**src/mpc_pkg.sv**
```systemverilog
// ----------------------------------------------------------------------------
// mpc_pkg
// Shared widths, reset values and register indexes of the escape-time
// pixel coloring block.
// ----------------------------------------------------------------------------
package mpc_pkg;

  localparam int FRAC_BITS = 28;
  localparam int Q_W       = FRAC_BITS + 4;
  localparam int PROD_W    = 2 * Q_W;
  localparam int ITER_W    = 16;
  localparam int SIZE_W    = 13;
  localparam int POS_W     = 12;
  localparam int STEP_W    = 31;
  localparam int COLOR_W   = 8;

  localparam logic [SIZE_W-1:0] WIDTH_RST  = 13'd1000;
  localparam logic [SIZE_W-1:0] HEIGHT_RST = 13'd1000;
  localparam logic [ITER_W-1:0] LIMIT_RST  = 16'd1000;
  localparam logic [STEP_W-1:0] STEP_RST   = 31'd1073742;

  typedef enum logic [1:0] {
    CFG_WIDTH  = 2'd0,
    CFG_HEIGHT = 2'd1,
    CFG_LIMIT  = 2'd2,
    CFG_STEP   = 2'd3
  } cfg_idx_t;

endpackage

```
**src/mandelbrot_pixel_color.sv**
```systemverilog
// ----------------------------------------------------------------------------
// mandelbrot_pixel_color
// Escape-time color of one pixel, built on one shared 32x32 multiplier and
// one shared restoring divider stepped by a small sequencer.
// ----------------------------------------------------------------------------
// sequence: S_CR and S_CI scale the pixel offsets by the step, then each iteration
//   steps through S_RR (|zr|^2), S_II (|zi|^2), S_RI (|zr*zi|) and S_UPD (update)
//   until the point escapes or n reaches the limit (n = escape_count); each color
//   channel then takes S_COL and S_DIV, one quotient bit per S_DIV step; a zero limit gives black
// in_tready is high only while idle; a result waiting in the output register does not block it
// synchronous active-low reset: registers return to 1000/1000/1000/1073742
module mandelbrot_pixel_color
  import mpc_pkg::*;
(
  input  logic        clk,
  input  logic        rst_n,
  input  logic        in_tvalid,
  output logic        in_tready,
  input  logic [23:0] in_tdata,   // pixel_x[11:0], pixel_y[23:12]
  output logic        out_tvalid,
  input  logic        out_tready,
  output logic [39:0] out_tdata,  // red[7:0], green[15:8], blue[23:16], escape_count[39:24]
  input  logic        cfg_valid,
  output logic        cfg_ready,
  input  logic [1:0]  cfg_index,
  input  logic [30:0] cfg_data
);

  typedef enum logic [3:0] {
    S_IDLE, S_CR, S_CI, S_INIT, S_RR, S_II, S_RI, S_UPD, S_COL, S_DIV, S_DONE
  } state_t;

  localparam logic [PROD_W:0] THR = (PROD_W+1)'(1) << (2 * FRAC_BITS + 2);
  localparam logic [Q_W-1:0]  Q_MAX = {1'b0, {(Q_W-1){1'b1}}};
  localparam logic [Q_W-1:0]  Q_MIN = {1'b1, {(Q_W-1){1'b0}}};

  state_t              state_r;
  logic [SIZE_W-1:0]   width_r, height_r;
  logic [ITER_W-1:0]   limit_r;
  logic [STEP_W-1:0]   step_r;
  logic [POS_W-1:0]    px_r, py_r;
  logic [Q_W-1:0]      cr_r, ci_r, zr_r, zi_r;
  logic [PROD_W-1:0]   prod_r, rr_r;
  logic signed [PROD_W:0] diff_r;
  logic                esc_r;
  logic [ITER_W-1:0]   n_r;
  logic [1:0]          ch_r;
  logic [2:0]          cnt_r;
  logic [23:0]         rem_r;
  logic [22:0]         dvs_r;
  logic [COLOR_W-1:0]  q_r;
  logic [COLOR_W-1:0]  col_r [3];
  logic                out_valid_r;
  logic [39:0]         out_data_r;

  logic [Q_W-1:0]      mul_a, mul_b, ar, ai;
  logic signed [15:0]  dx, dy;
  logic [15:0]         dx_abs, dy_abs;
  logic [PROD_W:0]     sq_sum;
  logic signed [PROD_W:0] ri_s;
  logic signed [PROD_W+1:0] wr, wi;
  logic [16:0]         t2, u1, u2;
  logic [17:0]         t3, s1, s2, s3;
  logic [ITER_W-1:0]   m;
  logic [23:0]         numer;
  logic                out_free;

  function automatic logic [Q_W-1:0] sat_q(input logic signed [PROD_W+1:0] v);
    if ((&v[PROD_W+1:Q_W-1]) || !(|v[PROD_W+1:Q_W-1])) begin
      return v[Q_W-1:0];
    end
    return v[PROD_W+1] ? Q_MIN : Q_MAX;
  endfunction

  // floor of half the signed step product, saturated
  function automatic logic [Q_W-1:0] to_coord(input logic [PROD_W-1:0] p,
                                              input logic neg);
    logic signed [46:0] s;
    logic signed [46:0] h;
    s = neg ? -$signed({2'b00, p[44:0]}) : $signed({2'b00, p[44:0]});
    h = s >>> 1;
    return sat_q((PROD_W+2)'(h));
  endfunction

  assign dx = $signed({3'b000, px_r, 1'b0}) - $signed({3'b000, width_r});
  assign dy = $signed({3'b000, py_r, 1'b0}) - $signed({3'b000, height_r});
  assign dx_abs = dx[15] ? 16'(-dx) : 16'(dx);
  assign dy_abs = dy[15] ? 16'(-dy) : 16'(dy);
  assign ar = zr_r[Q_W-1] ? (Q_W'(0) - zr_r) : zr_r;
  assign ai = zi_r[Q_W-1] ? (Q_W'(0) - zi_r) : zi_r;

  always_comb begin
    unique case (state_r)
      S_CR: begin
        mul_a = Q_W'(dx_abs);
        mul_b = Q_W'(step_r);
      end
      S_CI: begin
        mul_a = Q_W'(dy_abs);
        mul_b = Q_W'(step_r);
      end
      S_RR: begin
        mul_a = ar;
        mul_b = ar;
      end
      S_II: begin
        mul_a = ai;
        mul_b = ai;
      end
      default: begin
        mul_a = ar;
        mul_b = ai;
      end
    endcase
  end

  assign sq_sum = {1'b0, rr_r} + {1'b0, prod_r};
  assign ri_s   = (zr_r[Q_W-1] != zi_r[Q_W-1]) ? -$signed({1'b0, prod_r})
                                               : $signed({1'b0, prod_r});
  assign wr = (PROD_W+2)'(diff_r >>> FRAC_BITS) + (PROD_W+2)'($signed(cr_r));
  assign wi = (PROD_W+2)'(ri_s >>> (FRAC_BITS - 1)) + (PROD_W+2)'($signed(ci_r));

  // channel numerators: n, 2n mod limit, 3n mod limit (n may equal limit)
  assign t2 = {n_r, 1'b0};
  assign u1 = (t2 >= 17'(limit_r)) ? t2 - 17'(limit_r) : t2;
  assign u2 = (u1 >= 17'(limit_r)) ? u1 - 17'(limit_r) : u1;
  assign t3 = 18'(n_r) + 18'(t2);
  assign s1 = (t3 >= 18'(limit_r)) ? t3 - 18'(limit_r) : t3;
  assign s2 = (s1 >= 18'(limit_r)) ? s1 - 18'(limit_r) : s1;
  assign s3 = (s2 >= 18'(limit_r)) ? s2 - 18'(limit_r) : s2;

  always_comb begin
    unique case (ch_r)
      2'd0:    m = n_r;
      2'd1:    m = u2[15:0];
      default: m = s3[15:0];
    endcase
  end

  assign numer    = {m, 8'b0} - 24'(m);
  assign out_free = !out_valid_r || out_tready;

  always_ff @(posedge clk) begin
    prod_r <= mul_a * mul_b;
    if (!rst_n) begin
      state_r     <= S_IDLE;
      out_valid_r <= 1'b0;
      width_r     <= WIDTH_RST;
      height_r    <= HEIGHT_RST;
      limit_r     <= LIMIT_RST;
      step_r      <= STEP_RST;
    end else begin
      if (cfg_valid) begin
        unique case (cfg_idx_t'(cfg_index))
          CFG_WIDTH:  width_r  <= cfg_data[SIZE_W-1:0];
          CFG_HEIGHT: height_r <= cfg_data[SIZE_W-1:0];
          CFG_LIMIT:  limit_r  <= cfg_data[ITER_W-1:0];
          CFG_STEP:   step_r   <= cfg_data;
        endcase
      end

      // in S_DONE a free output register is reloaded below
      if (out_valid_r && out_tready && state_r != S_DONE) begin
        out_valid_r <= 1'b0;
      end

      unique case (state_r)
        S_IDLE: begin
          if (in_tvalid) begin
            px_r    <= in_tdata[11:0];
            py_r    <= in_tdata[23:12];
            state_r <= S_CR;
          end
        end
        S_CR: state_r <= S_CI;
        S_CI: begin
          cr_r    <= to_coord(prod_r, dx[15]);
          state_r <= S_INIT;
        end
        S_INIT: begin
          ci_r    <= to_coord(prod_r, dy[15]);
          zr_r    <= '0;
          zi_r    <= '0;
          n_r     <= '0;
          state_r <= S_RR;
        end
        S_RR: begin
          state_r <= (n_r >= limit_r) ? S_COL : S_II;
        end
        S_II: begin
          rr_r    <= prod_r;
          state_r <= S_RI;
        end
        S_RI: begin
          esc_r   <= sq_sum > THR;
          diff_r  <= $signed({1'b0, rr_r}) - $signed({1'b0, prod_r});
          state_r <= S_UPD;
        end
        S_UPD: begin
          if (esc_r) begin
            state_r <= S_COL;
          end else begin
            zr_r    <= sat_q(wr);
            zi_r    <= sat_q(wi);
            n_r     <= n_r + 1'b1;
            state_r <= S_RR;
          end
          ch_r <= '0;
        end
        S_COL: begin
          if (limit_r == '0) begin
            col_r[0] <= '0;
            col_r[1] <= '0;
            col_r[2] <= '0;
            state_r  <= S_DONE;
          end else begin
            rem_r   <= numer;
            dvs_r   <= {limit_r, 7'b0};
            cnt_r   <= '0;
            state_r <= S_DIV;
          end
        end
        S_DIV: begin
          if (rem_r >= 24'(dvs_r)) begin
            rem_r <= rem_r - 24'(dvs_r);
            q_r   <= {q_r[COLOR_W-2:0], 1'b1};
          end else begin
            q_r   <= {q_r[COLOR_W-2:0], 1'b0};
          end
          dvs_r <= dvs_r >> 1;
          cnt_r <= cnt_r + 1'b1;
          if (cnt_r == 3'd7) begin
            col_r[ch_r] <= {q_r[COLOR_W-2:0], (rem_r >= 24'(dvs_r))};
            if (ch_r == 2'd2) begin
              state_r <= S_DONE;
            end else begin
              ch_r    <= ch_r + 1'b1;
              state_r <= S_COL;
            end
          end
        end
        S_DONE: begin
          // hold until the output register is free for the transfer
          if (out_free) begin
            out_data_r  <= {n_r, col_r[2], col_r[1], col_r[0]};
            out_valid_r <= 1'b1;
            state_r     <= S_IDLE;
          end
        end
        default: state_r <= S_IDLE;
      endcase
    end
  end

  assign in_tready  = (state_r == S_IDLE);
  assign cfg_ready  = 1'b1;
  assign out_tvalid = out_valid_r;
  assign out_tdata  = out_data_r;

endmodule

```
**config.mk**
```make
export PLATFORM = sky130hd
export DESIGN_NAME = mandelbrot_pixel_color
export DESIGN_NICKNAME = d
export VERILOG_FILES = /design/src/mpc_pkg.sv /design/src/mandelbrot_pixel_color.sv
export SDC_FILE = /design/constraint.sdc
export NUM_CORES = 2
export LEC_CHECK = 0
export BUFFER_PORTS_ARGS = -buffer_cell sky130_fd_sc_hd__buf_2
export CORE_AREA = 3 3 412 414
export DETAILED_ROUTE_END_ITERATION = 6
export DIE_AREA = 0 0 415 417
export SYNTH_ARGS = -nofsm -noshare
export SYNTH_HDL_FRONTEND = slang
export SYNTH_SLANG_ARGS = --single-unit
```
**constraint.sdc**
```tcl
create_clock -name clk -period 13.6 [get_ports clk]
set_input_delay 0.68 -clock clk [delete_from_list [all_inputs] [get_ports clk]]
set_output_delay 0.68 -clock clk [all_outputs]
set_load 0.05 [all_outputs]
```
==> results.py <==
metrics = {
    "cells_and_area": {
        "fin_area_um2": 80740,
        "syn2layout_area_growth_pct": 8.061,
        "layout_commonest_cell": "inv_1",
        "regArea_um2": 14640,
        "nets": 10151,
        "n_fill_cell": 15868,
        "multi_input_area_um2": 54320,
        "final_cell_mix": "inv_1 (1278), nand2_1 (1113), fa_1 (908)",
        "drive_above_1_share": 0.06715,
    },
    "detailed_routing": {
        "wirelength_um": 257900,
        "routed-via-count": 62257,
        "dr.pass1.iters": 7,
        "ant_nets": 0,
        "wl_per_cell_um": 23.86,
        "drcViolationCount": 0,
        "drtIter0Drc": 5905,
        "via_per_inst": 5.761,
    },
    "clocking": {
        "numClockSinks": 535,
        "cts_buffers": 68,
        "clk_latency_ps": 710,
        "htreeDepth": 3,
        "post-cts-setup-buffers": 0,
        "clkSlewWorstSetupHoldPaths_ps": 60,
        "root_buffer": "clkbuf_16",
        "ctsLongestPathBuffers": 3,
        "cts_tree": "yes",
    },
    "yosys": {
        "ys_seq_area_frac": 0.1960,
        "synth_area_leaders": "fa_1 (24%), edfxtp_1 (16%), ha_1 (11%), inv_1 (6.4%), nand2_1 (5.6%)",
        "syn_avg_cell_area_um2": 8.733,
        "syn_inst": 8556,
        "synth_top_area_cell": "fa_1",
        "syn_area_um2": 74720,
        "synth_top_area_share": 0.2433,
        "yosysUniqueCellTypes": 112,
        "synth_warnings": 0,
        "syn-num-nets": 10169,
        "synth_edf_count": 393,
        "async_flop_share": 0,
        "yosys_most_used_dff": "edfxtp_1",
        "synth-seq-cells": 535,
    },
    "global_route": {
        "grt_pass1_wl_um": 389900,
        "grt_pass1_vias": 62696,
        "antenna_found_initial": 15,
        "grt_max_degree": 65,
        "grt_usage": 0.2956,
        "overflow": 0,
    },
    "worst_hold_path": {
        "min_from": "in_tdata[4]",
        "hold_class": "primary input to flip-flop",
        "hold_path_end": "px_r[4]$_DFFE_PP_",
        "hold_path_depth": 1,
    },
    "sta": {
        "setup_slack_ps": 871.7,
        "hold_viol_final": 0,
        "rsz0062_at_grt": "false",
        "drv_slew": 0,
        "relSlewSlack": 0.08183,
        "fin_crit_ps": 12730,
        "fin_skew_ps": 50.68,
        "setup_violations": 0,
        "timing.setup.tns_ps": 0,
        "tightest_slew_ps": 1377,
        "holdWs_ps": 159.3,
        "max_freq_mhz": 78.57,
        "fin_crit_sh": 0.9359,
    },
    "run_status": {
        "outcome": "finished, final reports clean",
    },
    "floorplan": {
        "die_area_um2": 173100,
        "num_io_pins": 105,
        "core_um2": 166700,
        "start_util": 0.4483,
        "die_x_um": 415,
        "floorplan.rows": 150,
        "die_h_um": 417,
    },
    "setup_path": {
        "cp_data_required_time_ps": 14200,
        "reg2reg_depth": 43,
        "r2r-start": "height_r[1]$_SDFFE_PN0P_",
        "worstSetupPathType": "flip-flop to flip-flop",
        "rrSetupSlack_ps": 870,
        "crit_path_top_delay_cell": "a21oi_2",
        "r2r-end": "prod_r[61]$_DFF_P_",
        "critPathArrivalTime_ps": 13330,
        "worstPathMaxFanout": 8,
        "critPathLaunch": "height_r[1]$_SDFFE_PN0P_",
        "slowest_delay_ps": 590,
        "crit_top_cell": "fa_1",
        "cp-end-kind": "flip-flop",
        "worstSetupStartpointType": "flip-flop",
    },
    "place": {
        "hpwlAfterDp_um": 207900,
        "dp_slack_ps": 926.7,
        "portBuffers": 103,
        "place_congestion": 0.9905,
        "place_area_um2": 78380,
    },
    "job": {
        "cap_violations": 0,
    },
}
-- synthesized netlist by cell type (all sizes together), types with 27 or more instances --
| library cell | n |
|---|---|
| dfxtp | 142 |
| xnor2 | 319 |
| mux2 | 38 |
| o31ai | 81 |
| a31oi | 33 |
| clkbuf | 342 |
| inv | 1278 |
| fa | 908 |
| o211ai | 35 |
| ha | 643 |
| mux2i | 28 |
| o21bai | 65 |
| xor2 | 169 |
| nand2b | 83 |
| nand4 | 65 |
| o22ai | 29 |
| nand2 | 1116 |
| nand3 | 94 |
| a21boi | 76 |
| nor2b | 77 |
| nor2 | 667 |
| a21oi | 503 |
| edfxtp | 393 |
| o21a | 70 |
| and2 | 161 |
| or3 | 49 |
| nor3 | 113 |
| nor4 | 54 |
| a211oi | 47 |
| a21o | 137 |
| o21ai | 302 |
| and3 | 53 |
| or2 | 27 |
-- cell families (layout without fill, tap and decap cells) --
logic type | Yosys count | count (layout) | synth area share
compound gates | 1626 | 1626 | 0.1424
xor+xnor | 488 | 488 | 0.05720
fa+ha+maj | 1551 | 1551 | 0.3509
buf+inv | 1649 | 1686 | 0.08321
flops | 535 | 535 | 0.1960
mux | 66 | 66 | 0.009578
other cells | 1 | 11 | 0.00005019
simple gates | 2640 | 2640 | 0.1606
-- through the flow --
| stage | utilization | cells |
|---|---|---|
| after CTS | 0.4842 | 10797 |
| after detailed placement | 0.4703 | 10672 |
| after global placement | 0.4703 | 10672 |
| after floorplan | - | 8556 |
| after global routing | 0.4843 | 10797 |
| final | 0.4845 | 10807 |
-- layout make-up --
class	count	area share
Timing Repair Buffer	280	0.02300
Clock buffer	77	0.02187
Sequential cell	535	0.1814
Inverter	1281	0.05955
Multi-Input combinational cell	6372	0.6728
Clock inverter	48	0.006958
Tap cell	2204	0.03415
Antenna cell	10	0.0003099
-- flip-flops by register name, summed over array words and instances (netlist names), 13 cells and up --
| signal | cells |
|---|---|
| ci_r | 32 |
| col_r | 24 |
| cr_r | 32 |
| diff_r | 37 |
| dvs_r | 23 |
| height_r | 13 |
| limit_r | 16 |
| n_r | 16 |
| out_tdata | 40 |
| prod_r | 64 |
| rem_r | 24 |
| rr_r | 64 |
| step_r | 31 |
| width_r | 13 |
| zi_r | 32 |
| zr_r | 32 |
-- what timing repair did --
action                                  CTS  global route
endpoints found under the hold margin     0             0
endpoints found under the setup margin    0             4
hold buffers                              0             0
gates resized for setup                   0             3
-- worst max-delay path by stage --
stage                           to  depth (start not counted)
4_1_cts         prod_r[61]$_DFF_P_                         44
2_1_floorplan  rem_r[19]$_DFFE_PP_                         50
3_5_place_dp    prod_r[61]$_DFF_P_                         43
5_1_grt         prod_r[63]$_DFF_P_                         46
3_3_place_gp    prod_r[61]$_DFF_P_                         44
6_report        prod_r[61]$_DFF_P_                         43
-- critical path: cells and delay by family, from the launching register on --
kind | cells | cell delay [ps]
AOI/OAI and AO/OA | 22 | 5840
adders and majority gates | 10 | 4650
and+or+nand+nor | 6 | 1300
DFF | 1 | 370
xor gates and xnor gates | 2 | 250
buffers and inverters | 3 | 180
-- routing by layer --
layer  track usage  up-vias  share of wire
met5             0        -       0.000058
met4        0.1241        4          0.048
met3       0.05183      529          0.085
met2        0.4646     2575           0.44
met1        0.4033    30907           0.42
li1              -    28242              -
Power is left out: the tool's default activity adds up to more than one toggle a clock period on the data nets, which glitch-free logic cannot reach.
